[src/rtl/secu_pkg.sv]
`timescale 1ns / 1ps

package secu_pkg;

  // grid geometry
  localparam int GRID_SIDE_DEF = 64;
  localparam int COORD_W       = 6;

  // field widths
  localparam int DRAW_W    = 15;
  localparam int PROB_W    = 16;
  localparam int STATE_W   = 3;
  localparam int CNT_W     = 4;
  localparam int CFG_W     = 64;
  localparam int CFG_IDX_W = 3;
  localparam int NB_IDX_W  = 3;
  localparam int ALU_W     = 17;

  localparam logic [CNT_W-1:0] NB_MAX = 4'd8;

  // cell states with a meaning of their own
  localparam logic [STATE_W-1:0] CELL_REST    = 3'd0;
  localparam logic [STATE_W-1:0] CELL_EXCITED = 3'd1;

  // operations
  localparam logic OP_UPDATE = 1'b0;
  localparam logic OP_WRITE  = 1'b1;

  // register indexes
  localparam logic [CFG_IDX_W-1:0] REG_BIRTH = 3'd0;
  localparam logic [CFG_IDX_W-1:0] REG_EARLY = 3'd1;
  localparam logic [CFG_IDX_W-1:0] REG_LATE  = 3'd2;
  localparam logic [CFG_IDX_W-1:0] REG_THR   = 3'd3;
  localparam logic [CFG_IDX_W-1:0] REG_NCNT  = 3'd4;

  typedef enum logic [3:0] {
    ST_CLEAR,
    ST_IDLE,
    ST_RED_X,
    ST_RED_Y,
    ST_RD_C,
    ST_DEC,
    ST_NB,
    ST_NB_LAST,
    ST_THR,
    ST_WR
  } state_e;

  typedef struct packed {
    logic             lt;
    logic [ALU_W-1:0] diff;
  } alu_res_t;

  // neighbor offsets as offset + 1, order N,E,S,W,NE,SE,SW,NW
  function automatic logic [1:0] nb_dx(input logic [NB_IDX_W-1:0] i);
    logic [1:0] r;
    unique case (i)
      3'd0: r = 2'd1;
      3'd1: r = 2'd2;
      3'd2: r = 2'd1;
      3'd3: r = 2'd0;
      3'd4: r = 2'd2;
      3'd5: r = 2'd2;
      3'd6: r = 2'd0;
      3'd7: r = 2'd0;
    endcase
    return r;
  endfunction

  function automatic logic [1:0] nb_dy(input logic [NB_IDX_W-1:0] i);
    logic [1:0] r;
    unique case (i)
      3'd0: r = 2'd0;
      3'd1: r = 2'd1;
      3'd2: r = 2'd2;
      3'd3: r = 2'd1;
      3'd4: r = 2'd0;
      3'd5: r = 2'd2;
      3'd6: r = 2'd2;
      3'd7: r = 2'd0;
    endcase
    return r;
  endfunction

endpackage

[src/rtl/secu_alu.sv]
`timescale 1ns / 1ps

// shared subtract/compare unit
module secu_alu (
  input  logic [secu_pkg::ALU_W-1:0] a_i,
  input  logic [secu_pkg::ALU_W-1:0] b_i,
  output secu_pkg::alu_res_t         res_o
);

  import secu_pkg::*;

  logic [ALU_W:0] sub;

  assign sub        = {1'b0, a_i} - {1'b0, b_i};
  assign res_o.lt   = sub[ALU_W];
  assign res_o.diff = sub[ALU_W-1:0];

endmodule

[config.mk]
export PLATFORM = sky130hd
export DESIGN_NAME = secu_alu
export DESIGN_NICKNAME = d
export VERILOG_FILES = /design/src/rtl/secu_pkg.sv /design/src/rtl/secu_alu.sv
export SDC_FILE = /design/constraint.sdc
export NUM_CORES = 1
export LEC_CHECK = 0
export ABC_CLOCK_PERIOD_IN_PS = 3900
export BUFFER_PORTS_ARGS = -buffer_cell sky130_fd_sc_hd__buf_2
export CORE_ASPECT_RATIO = 1.2
export CORE_MARGIN = 2
export CORE_UTILIZATION = 40
export DETAILED_ROUTE_END_ITERATION = 10
export GPL_TIMING_DRIVEN = 0
export PLACE_DENSITY = 0.85
export SLEW_MARGIN = 20
export SYNTH_ARGS = -nofsm -noshare
export SYNTH_HDL_FRONTEND = slang
export SYNTH_SLANG_ARGS = --single-unit
[constraint.sdc]
create_clock -name vclk -period 3.9
set_input_delay 0.195 -clock vclk [all_inputs]
set_output_delay 0.195 -clock vclk [all_outputs]
set_load 0.02 [all_outputs]
==> metrics.md <==
| Metric | Value |
|---|---|
| Outcome | `completed` |
| Gr ovfl total | `0` |
| Total Power | `0.244 mW` |
| WL/cell | `11.4 µm` |
| Ports | `52` |
| Largest cells by area after synthesis | `ha_1 25%, inv_1 9.3%, xnor2_1 9.3%, a21oi_1 5.9%, nor2_1 4.4%` |
| Max VDD drop | `0.124 mV` |
| Worst path arrival time | `2.56 ns` |
| RSZ-0062 raised after global routing | `false` |
| Layout fillers | `214` |
| Final setup viols | `0` |
| Post-CTS resize count | `0` |
| Fmax achieved | `0.363 GHz` |
| Height of the die | `54.4 µm` |
| # diodes | `0` |
| DRT Wirelength | `2170 µm` |
| Hold Path Class | `in2out` |
| Critical path required time | `3.70 ns` |
| Largest area contributor in the netlist | `ha_1` |
| Initial antenna violation count | `0` |
| Crit-path max FO | `4` |
| Die Width | `46.0 µm` |
| FFs & Latches | `0` |
| Max-cap violations | `0` |
| Hold Fails Final Rpt | `0` |
| Worst path cell trace | `buf_2 -> inv_1 -> ha_1 -> inv_1 -> fa_1 -> a21o_1 -> a221o_2 -> a221oi_4 -> a21oi_2 -> a211oi_2 -> xnor2_1 -> buf_2` |
| Row count | `18` |
| Final HPWL from detailed placement | `1940 µm` |
| CP endpoint kind | `output port` |
| Tmin final | `2.75 ns` |
| Cell area after synthesis | `848 µm²` |
| RD Place Congestion | `0.736` |
| Layout cells sized above 1 | `0.335` |
| Post-CTS setup buffer count | `0` |
| Least-Margin Pin Slew | `0.356 ns` |
| IO Port Bufs | `52` |
| GRT Total Usage | `0.179` |
| Final Cycle Share | `0.706` |
| Slew headroom | `0.760` |
| First-pass GRT wire length | `3510 µm` |
| Initial DRC count | `6` |
| Mean post-synth cell area | `7.19 µm²` |
| Via count of the routed design | `1007` |
| Synth unique cells | `34` |
| DRC Markers | `0` |
| Cell count after synthesis | `118` |
| Average vias per placed instance | `5.30` |
| Hold-fix buffers, CTS | `0` |
| Clkbuf count | `0` |
| Register cell area after layout | `0 µm²` |
| Die area | `2510 µm²` |
| 1st-pass router iterations | `4` |
| Pwr dens | `215 nW/µm²` |
| Core box area | `2030 µm²` |
| CP Class | `in2out` |
| Largest net degree at the start of global routing | `8` |
| Share of the synthesized area in the top cell type | `0.251` |
| Synthesis Warnings | `0` |
| CP Launch Type | `input port` |
| Setup TNS | `0 ns` |
| Syn_nets | `170` |
| WHS Path Cells | `4` |
| Final antenna-violating net count | `0` |
| Initial core utilization | `0.419` |
| Fraction of the yosys area taken by sequential cells | `0` |
| Final Max Tran Viols | `0` |
| Vias in the first global route | `944` |
| Synth-to-Final Area Change | `33.6%` |
| Nets | `224` |
| Crit-path max cell delay | `0.41 ns` |
| Slowest-stage cell, CP | `a221o_2` |
| Final Util | `0.559` |
| Static leakage | `0.651 nW` |
-- metrics by stage --
step	std cells	setup slack [ns]	hold WS, ns	area (µm²)
after CTS	190	1.13	0.750	1130
after detailed placement	190	1.15	0.748	1130
final	190	1.15	0.747	1130
after global placement	190	1.20	0.744	1130
after global routing	190	1.00	0.768	1130
after floorplan	118	1.47	0.572	848
-- worst max-delay path: cells and delay by family --
family / cells / cell delay, ns
AOI/OAI and AO/OA: 5 / 1.28
adders and majority gates: 2 / 0.56
buffers and inverters: 4 / 0.38
xor gates and xnor gates: 1 / 0.14
-- power breakdown --
group | internal, mW | total (mW) | switching (mW) | leakage [nW]
sequential | 0 | 0 | 0 | 0
combinational | 0.101 | 0.244 | 0.142 | 0.651
clock | 0 | 0 | 0 | 0
-- worst paths after layout --
| check | startpoint | endpoint | slack (ns) |
|---|---|---|---|
| worst max-delay path | a_i[0] | res_o[16] | 1.15 |
| worst min-delay path | b_i[0] | res_o[0] | 0.75 |
-- layer usage --
metal / global-route usage / part of all wire / vias up
li1: - / - / 523
met2: 0.400 / 0.54 / 47
met4: 0.00952 / 0.0046 / 0
met3: 0.0231 / 0.084 / 2
met5: 0 / 0 / -
met1: 0.169 / 0.37 / 435
-- placed cells by master (no fill, tap or decap), types with 2 or more instances in the layout --
| cell | n |
|---|---|
| o21ai_0 | 5 |
| inv_1 | 21 |
| a21o_1 | 3 |
| o21a_1 | 4 |
| nand2b_1 | 2 |
| ha_1 | 17 |
| and3_1 | 3 |
| a211oi_1 | 2 |
| nand2_1 | 5 |
| xnor2_1 | 9 |
| o21bai_1 | 2 |
| a21oi_1 | 10 |
| buf_2 | 52 |
| xor2_1 | 4 |
| nor2_1 | 10 |
| o2111ai_1 | 2 |
-- cell type report --
class	count	area (µm²)	share of cell area
tap	20	25.0	0.0221
multi-input combinational	97	769	0.679
inverter	21	78.8	0.0695
timing repair buffer	52	260	0.230
-- kinds of logic (layout without fill, tap and decap cells) --
kind of cell    after synthesis  after routing  share of synthesized area
buf+inv                      21             73                     0.0929
simple gates                 24             24                      0.133
compound gates               42             42                      0.366
xor+xnor                     13             13                      0.134
fa+ha+maj                    18             18                      0.274
-- Yosys cell counts --
library cell	count
inv_1	21
ha_1	17
a21oi_1	10
nor2_1	10
xnor2_1	9
nand2_1	5
o21ai_0	5
o21a_1	4
xor2_1	4
a21o_1	3
and3_1	3
a211oi_1	2
nand2b_1	2
o2111ai_1	2
o21bai_1	2
a211o_1	1
a211oi_2	1
a21boi_0	1
a21o_2	1
a21oi_2	1
a221o_2	1
a221oi_1	1
a221oi_4	1
a31oi_1	1
and2_1	1
fa_1	1
nand3_1	1
nand3b_1	1
nor2b_1	1
o21ai_1	1
o22a_1	1
o22ai_1	1
o31a_1	1
o31ai_1	1
Note: power is estimated with default switching activity, not from simulation.
