<file path="config.mk">
export PLATFORM = sky130hd
export DESIGN_NAME = secu_addr
export DESIGN_NICKNAME = d
export VERILOG_FILES = /design/src/rtl/secu_pkg.sv /design/src/rtl/secu_addr.sv
export SDC_FILE = /design/constraint.sdc
export NUM_CORES = 1
export LEC_CHECK = 0
export ABC_AREA = 1
export BUFFER_PORTS_ARGS = -buffer_cell sky130_fd_sc_hd__clkbuf_2
export CAP_MARGIN = 20
export CORE_ASPECT_RATIO = 1.2
export CORE_UTILIZATION = 44
export DETAILED_ROUTE_END_ITERATION = 16
export PLACE_DENSITY = 0.74
export SLEW_MARGIN = 20
export SYNTH_ARGS = -nofsm -noshare
export SYNTH_HDL_FRONTEND = slang
export SYNTH_SLANG_ARGS = --single-unit
</file>
<file path="constraint.sdc">
create_clock -name vclk -period 1.1
set_input_delay 0.11 -clock vclk [all_inputs]
set_output_delay 0.11 -clock vclk [all_outputs]
set_load 0.05 [all_outputs]
</file>
<file path="src/rtl/secu_pkg.sv">
`timescale 1ns / 1ps

package secu_pkg;

  // grid geometry
  localparam int GRID_SIDE_DEF = 64;
  localparam int COORD_W       = 6;

  // field widths
  localparam int DRAW_W    = 15;
  localparam int PROB_W    = 16;
  localparam int STATE_W   = 3;
  localparam int CNT_W     = 4;
  localparam int CFG_W     = 64;
  localparam int CFG_IDX_W = 3;
  localparam int NB_IDX_W  = 3;
  localparam int ALU_W     = 17;

  localparam logic [CNT_W-1:0] NB_MAX = 4'd8;

  // cell states with a meaning of their own
  localparam logic [STATE_W-1:0] CELL_REST    = 3'd0;
  localparam logic [STATE_W-1:0] CELL_EXCITED = 3'd1;

  // operations
  localparam logic OP_UPDATE = 1'b0;
  localparam logic OP_WRITE  = 1'b1;

  // register indexes
  localparam logic [CFG_IDX_W-1:0] REG_BIRTH = 3'd0;
  localparam logic [CFG_IDX_W-1:0] REG_EARLY = 3'd1;
  localparam logic [CFG_IDX_W-1:0] REG_LATE  = 3'd2;
  localparam logic [CFG_IDX_W-1:0] REG_THR   = 3'd3;
  localparam logic [CFG_IDX_W-1:0] REG_NCNT  = 3'd4;

  typedef enum logic [3:0] {
    ST_CLEAR,
    ST_IDLE,
    ST_RED_X,
    ST_RED_Y,
    ST_RD_C,
    ST_DEC,
    ST_NB,
    ST_NB_LAST,
    ST_THR,
    ST_WR
  } state_e;

  typedef struct packed {
    logic             lt;
    logic [ALU_W-1:0] diff;
  } alu_res_t;

  // neighbor offsets as offset + 1, order N,E,S,W,NE,SE,SW,NW
  function automatic logic [1:0] nb_dx(input logic [NB_IDX_W-1:0] i);
    logic [1:0] r;
    unique case (i)
      3'd0: r = 2'd1;
      3'd1: r = 2'd2;
      3'd2: r = 2'd1;
      3'd3: r = 2'd0;
      3'd4: r = 2'd2;
      3'd5: r = 2'd2;
      3'd6: r = 2'd0;
      3'd7: r = 2'd0;
    endcase
    return r;
  endfunction

  function automatic logic [1:0] nb_dy(input logic [NB_IDX_W-1:0] i);
    logic [1:0] r;
    unique case (i)
      3'd0: r = 2'd0;
      3'd1: r = 2'd1;
      3'd2: r = 2'd2;
      3'd3: r = 2'd1;
      3'd4: r = 2'd0;
      3'd5: r = 2'd2;
      3'd6: r = 2'd2;
      3'd7: r = 2'd0;
    endcase
    return r;
  endfunction

endpackage

</file>
<file path="src/rtl/secu_addr.sv">
`timescale 1ns / 1ps

// cell address of the center or of one neighbor, toroidal wrap
module secu_addr #(
  parameter int GRID_SIDE = secu_pkg::GRID_SIDE_DEF
) (
  input  logic [$clog2(GRID_SIDE)-1:0]             x_i,
  input  logic [$clog2(GRID_SIDE)-1:0]             y_i,
  input  logic                                     center_i,
  input  logic [secu_pkg::NB_IDX_W-1:0]            nb_idx_i,
  output logic [$clog2(GRID_SIDE*GRID_SIDE)-1:0]   addr_o
);

  import secu_pkg::*;

  localparam int CW = $clog2(GRID_SIDE);
  localparam int AW = $clog2(GRID_SIDE * GRID_SIDE);
  localparam logic [CW-1:0] LAST = CW'(GRID_SIDE - 1);

  logic [1:0]    dx, dy;
  logic [CW-1:0] xm, xp, ym, yp, xs, ys;

  always_comb begin
    dx = center_i ? 2'd1 : nb_dx(nb_idx_i);
    dy = center_i ? 2'd1 : nb_dy(nb_idx_i);
    xm = (x_i == '0)   ? LAST : x_i - CW'(1);
    xp = (x_i == LAST) ? '0   : x_i + CW'(1);
    ym = (y_i == '0)   ? LAST : y_i - CW'(1);
    yp = (y_i == LAST) ? '0   : y_i + CW'(1);
    case (dx)
      2'd0:    xs = xm;
      2'd2:    xs = xp;
      default: xs = x_i;
    endcase
    case (dy)
      2'd0:    ys = ym;
      2'd2:    ys = yp;
      default: ys = y_i;
    endcase
    addr_o = AW'(xs) + AW'(ys) * AW'(GRID_SIDE);
  end

endmodule

</file>
==> out/qor.yml, run 1 <==
cts_hold_buffers: 0
synth_area_sq_um: 761
io_buffer_count: 28
die_x_microns: 40.0
synth_simple_gate_area_frac: 0.687
yosysSeqAreaShare: 0
ys_types: 17
muxShareOfSynthArea: 0
worst-ep-kind: "top-level output"
status: "did not finish"
initial_core_util: 0.469
haltStage: "global routing"
synth_top_area_share: 0.306
routabilityCongestion: 0.826
synth_area_leaders: "nand2_1, nand3_1, ha_1"
dpl.hpwl_microns: 2210
place_area_sq_um: 1360
syn_inst: 155
synthesis.nets: 177
grt_start_max_net_pins: 8
yosysWarnings: 0
synth_top_family_by_area: "simple AND/OR/NAND/NOR gates"
synth_area_leader_cell: "nand2_1"
grt-worst-endpoint: "addr_o[9]"
io_pins: 28
avgSynthCellArea_sq_um: 4.91
die_y_microns: 47.6
synth_xor_xnor_area_share: 0.0691
tool.error: "[ERROR DPL-0038] Utilization greater than 100%, impossible to legalize"
place_ws_ns: -0.529
synth_compound_area_frac: 0.0329
synthAdderAreaFrac: 0.0987
std_cell_rows: 16
kinds of logic after synthesis:
group	after synthesis
AO/OA/AOI/OAI	4
XOR/XNOR	6
adder cells (fa/ha/maj)	6
buffers and inverters	22
AND/OR/NAND/NOR	117
through the flow:
stage | utilization | cells
floorplan | - | 155
global placement | 0.836 | 231
CTS | 0.952 | 232
detailed placement | 0.836 | 231
synth_stat cells (all sizes together):
| cell | n |
|---|---|
| nor3 | 1 |
| o211ai | 2 |
| inv | 20 |
| nor2 | 23 |
| nand2 | 62 |
| xor2 | 4 |
| xnor2 | 2 |
| nand4 | 5 |
| ha | 6 |
| buf | 2 |
| nand3 | 25 |
| o21ai | 2 |
| nand3b | 1 |
what timing repair did:
action,in CTS
buffers inserted,1
setup endpoints to repair,12
gates resized for setup,39
pin swaps,8
==> run 2, diff against run 1 <==
Settings changed: CORE_AREA set to 2 2 63 65, CORE_ASPECT_RATIO 1.2 to unset, CORE_UTILIZATION 44 to unset, DIE_AREA set to 0 0 65 67, PLACE_DENSITY 0.74 to unset, PLACE_DENSITY_LB_ADDON set to 0.15.
Clock period 1.1 ns to 1.43 ns, I/O delays scaled along.
==> out/qor.yml, run 2 <==
drt_iter0_drc: 53
antennaDiodeCount: 0
cp_max_fo: 5
fmax_mhz: 678
grt_pass1_wl_microns: 4170
postRouteAntennaNets: 0
drv_cap: 0
antenna_found_initial: 0
ir_drop_mv: 0.179
slew_viol_final: 0
nets: 222
failed_checks: "negative setup slack"
io_buffer_count: 28  # unchanged
rsz0062_at_grt: "yes"
syn2layout_area_growth_pct: 78.9
cts_hold_buffers: 0  # unchanged
leakage_nw: 0.725
finalWorstSetupSlack_ns: -0.0446
setup_tns_ns: -0.248
powerDensity_nw_per_um2: 423
yosysSeqAreaShare: 0  # unchanged
post-cts-setup-buffer-count: 0  # was 1
synth_area_sq_um: 761  # unchanged
start_kind: "input port"
grt_start_max_net_pins: 10
coreArea_sq_um: 3610
critPathLaunch: "nb_idx_i[0]"
nClkBuffers: 0
cp-end-kind: "output port"
slew_headroom: 0.802
grt_usage: 0.114
std_cell_rows: 22  # was 16
avgSynthCellArea_sq_um: 4.91  # unchanged
worstPathArrival_ns: 1.33
tightest_slew_ns: 0.296
routed_via_density: 4.40
io_pins: 28  # unchanged
ys_top_cells_by_count: "nand2_1, nand3_1, inv_1"  # unchanged
wl_met1_microns: 1020
synth_area_leaders: "nand2_1, nand3_1, ha_1"  # unchanged
synth_area_leader_cell: "nand2_1"  # unchanged
finalCriticalPeriod_ns: 1.47
fill_cells: 405
routedWlPerCell_microns: 9.53
grt_pass1_vias: 1005
setup_viol: 8
synthesis.nets: 177  # unchanged
ys_types: 17  # unchanged
die_y_microns: 67  # was 47.6 microns
regArea_sq_um: 0
routed_wl_microns: 2340
status: "finished with violations"  # was did not finish
worstSetupPathType: "in -> out"
multi_input_comb_area_sq_um: 776
fin_crit_sh: 1.03
hold_violations: 0
firstDrtPassIters: 4
die_x_microns: 65  # was 40.0 microns
dr_wl_met2_microns: 1230
place_ws_ns: -0.233  # was -0.529 ns
final_common_cell: "nand2_1"
min_path_type: "in -> out"
synth_top_area_share: 0.306  # unchanged
seq_cell_count: 0
yosys.cell_count.top_type: "nand2_1"  # unchanged
dpl.hpwl_microns: 1910  # was 2210 microns
top_layer: "met3"
drive_gt1_frac: 0.364
vias: 1083
mostFrequentLayoutCells: "nand2_1, inv_1, nand3_1, buf_4, nor2_1"
met3_length_microns: 97
syn_inst: 155  # unchanged
drcViolationCount: 0
initial_core_util: 0.211  # was 0.469
yosysWarnings: 0  # unchanged
required_ns: 1.29
gr-total-overflow: 0
die-area_sq_um: 4360
routabilityCongestion: 0.835  # was 0.826
crit_path_end: "addr_o[8]"
-- run 2: worst min path at each step --
stage | from | slack [ns] | cells past startpoint | to
floorplan | x_i[0] | 0.68 | 2 | addr_o[0]
global placement | x_i[5] | 0.75 | 4 | addr_o[5]
detailed placement | x_i[5] | 0.74 | 4 | addr_o[5]
CTS | x_i[5] | 0.70 | 4 | addr_o[5]
global route | x_i[5] | 0.72 | 4 | addr_o[5]
finish | x_i[5] | 0.70 | 4 | addr_o[5]
-- run 2: layer usage --
| layer | up-vias | track usage |
|---|---|---|
| li1 | 587 | - |
| met1 | 476 | 0.138 |
| met2 | 20 | 0.232 |
| met3 | 0 | 0.00338 |
| met4 | 0 | 0.00532 |
| met5 | - | 0 |
-- run 2: kinds of logic after synthesis --
family / share of synthesized area
and+or+nand+nor: 0.687
AOI/OAI and AO/OA: 0.0329
buffers and inverters: 0.112
adders and majority gates: 0.0987
xor gates and xnor gates: 0.0691
-- run 2: layout make-up --
class,instances,area share
inverter,20,0.0643
timing repair buffer,45,0.322
multi-input combinational,133,0.570
tap,48,0.0441
-- run 2: per-stage QoR --
stage	total power [mW]	hold slack [ns]	cell area (sq um)	std cells	util
6_report	0.575	0.699	1360	246	0.378
5_1_grt	0.620	0.723	1360	246	0.378
4_1_cts	0.551	0.701	1310	246	0.364
3_5_place_dp	0.491	0.738	1180	246	0.327
3_3_place_gp	0.495	0.750	1180	246	0.327
2_1_floorplan	0.298	0.684	788	155	-
-- run 2: what timing repair did --
item                       4_1_cts  5_1_grt
cloned                           0        0
setup endpoints to repair       12       12
gates resized for setup         28       17
pin swaps                        9        5
-- run 2: critical path, cell delays in order --
cell,delay [ns]
clkbuf_16,0.14
inv_12,0.05
ha_4,0.18
nand2_2,0.05
nand2_2,0.06
nor2_4,0.16
nand2_2,0.09
nor2_4,0.15
nand2_1,0.09
nand3_2,0.08
buf_8,0.14
-- run 2: where the power goes --
part           switching [mW]  internal, mW
sequential                  0             0
clock                       0             0
combinational           0.334         0.242
No activity file was read; power rests on OpenSTA's default activity.
==> run 3, diff against run 2 <==
Settings changed: PLACE_DENSITY_LB_ADDON 0.15 to 0.12.
==> out/qor.yml, run 3 (synthesis results as in run 2) <==
status: "finished with violations"  # unchanged
failed_checks: "negative setup slack"  # unchanged
initial_core_util: 0.211  # unchanged
place_area_sq_um: 1230  # was 1180 sq um
final_common_cell: "nand2_1"  # unchanged
min_path_type: "in -> out"  # unchanged
grt_pass1_wl_microns: 4470  # was 4170 microns
grt_pass1_vias: 1127  # was 1005
coreArea_sq_um: 3610  # unchanged
worstSetupPathType: "in -> out"  # unchanged
regArea_sq_um: 0  # unchanged
seq_cell_count: 0  # unchanged
vias: 1101  # was 1083
met2_usage: 0.250  # was 0.232
setup_viol: 7  # was 8
leakage_nw: 0.738  # was 0.725 nW
die_y_microns: 67  # unchanged
gr-total-overflow: 0  # unchanged
grt_start_max_net_pins: 10  # unchanged
fmax_mhz: 682  # was 678 MHz
worstPathArrival_ns: 1.32  # was 1.33 ns
routedWlPerCell_microns: 10.4  # was 9.53 microns
required_ns: 1.29  # about the same
io_pins: 28  # unchanged
grt_usage: 0.123  # was 0.114
mostFrequentLayoutCells: "nand2_1, buf_4, inv_1, clkbuf_2, nand3_1"  # was nand2_1, inv_1, nand3_1, buf_4, nor2_1
dpl.hpwl_microns: 2040  # was 1910 microns
finalCriticalPeriod_ns: 1.47  # about the same
io_buffer_count: 28  # unchanged
min_from: "x_i[5]"  # unchanged
drt_iter0_drc: 88  # was 53
min_path_cells: 4  # unchanged
ir_drop_mv: 0.176  # was 0.179 mV
cp_max_fo: 3  # was 5
routed_wl_microns: 2570  # was 2340 microns
start_kind: "input port"  # unchanged
antennaDiodeCount: 0  # unchanged
std_cell_rows: 22  # unchanged
use_met1: 0.144  # was 0.138
grt_busiest_layer: "met2"  # unchanged
hold_end: "addr_o[5]"  # unchanged
powerDensity_nw_per_um2: 425  # was 423 nW/um^2
slew_headroom: 0.797  # was 0.802
firstDrtPassIters: 4  # unchanged
syn2layout_area_growth_pct: 84.4  # was 78.9%
hold_violations: 0  # unchanged
use_met3: 0.00338  # unchanged
fin_crit_sh: 1.03  # about the same
tightest_slew_ns: 0.303  # was 0.296 ns
antenna_found_initial: 0  # unchanged
drive_gt1_frac: 0.390  # was 0.364
finalWorstSetupSlack_ns: -0.0364  # was -0.0446 ns
postRouteAntennaNets: 0  # unchanged
fin_area_sq_um: 1400  # was 1360 sq um
slew_viol_final: 0  # unchanged
nets: 224  # was 222
drcViolationCount: 0  # unchanged
routed_via_density: 4.44  # was 4.40
die-area_sq_um: 4360  # unchanged
place_ws_ns: -0.190  # was -0.233 ns
power.total_mw: 0.596  # was 0.575 mW
nClkBuffers: 0  # unchanged
cp-end-kind: "output port"  # unchanged
drv_cap: 0  # unchanged
die_x_microns: 65  # unchanged
routabilityCongestion: 0.848  # was 0.835
rsz0062_at_grt: "yes"  # unchanged
cts_hold_buffers: 0  # unchanged
run 3: final cells by class:
cell class | count | area [sq um]
Fill cell | 414 | 2200
Inverter | 20 | 87.6
Multi-Input combinational cell | 133 | 801
Tap cell | 48 | 60.1
Timing Repair Buffer | 47 | 454
run 3: worst max-delay path: stages:
cell       delay (ns)
clkbuf_16        0.14
inv_12           0.05
ha_4             0.18
nand2_1          0.06
nand2_2          0.06
nor2_4           0.13
nand2_2          0.09
o211ai_1         0.24
clkbuf_8         0.23
run 3: worst max-delay path by stage:
stage | slack [ns] | cells past startpoint | end | startpoint
final | -0.04 | 9 | addr_o[10] | nb_idx_i[0]
after global routing | -0.09 | 8 | addr_o[4] | nb_idx_i[1]
after CTS | -0.03 | 11 | addr_o[11] | nb_idx_i[0]
after detailed placement | -0.19 | 11 | addr_o[7] | nb_idx_i[0]
after global placement | -0.20 | 10 | addr_o[10] | y_i[0]
after floorplan | -0.20 | 6 | addr_o[10] | nb_idx_i[1]
run 3: per-layer routing:
metal  up-vias  wire length [microns]
met5         -                      0
met4         0                      8
met3         2                    110
met2        29                   1360
met1       485                   1100
li1        585                      -
run 3: timing repair:
| item | in CTS | in global routing |
|---|---|---|
| gates resized for setup | 24 | 16 |
| setup endpoints to repair | 12 | 12 |
| setup buffers | 0 | 0 |
| gates cloned | 0 | 0 |
| pin swaps | 6 | 6 |
run 3: power by group:
part | internal, mW | leakage, nW | switching [mW]
logic | 0.252 | 0.738 | 0.344
clock network | 0 | 0 | 0
registers | 0 | 0 | 0
total | 0.252 | 0.738 | 0.344
run 3: per-stage QoR:
step	TNS, ns	std cells	hold WS [ns]	utilization
2_1_floorplan	-0.202	155	0.684	-
3_3_place_gp	-1.34	248	0.737	0.340
3_5_place_dp	-1.44	248	0.730	0.340
4_1_cts	-0.152	248	0.697	0.372
5_1_grt	-0.805	248	0.723	0.389
6_report	-0.132	248	0.692	0.389
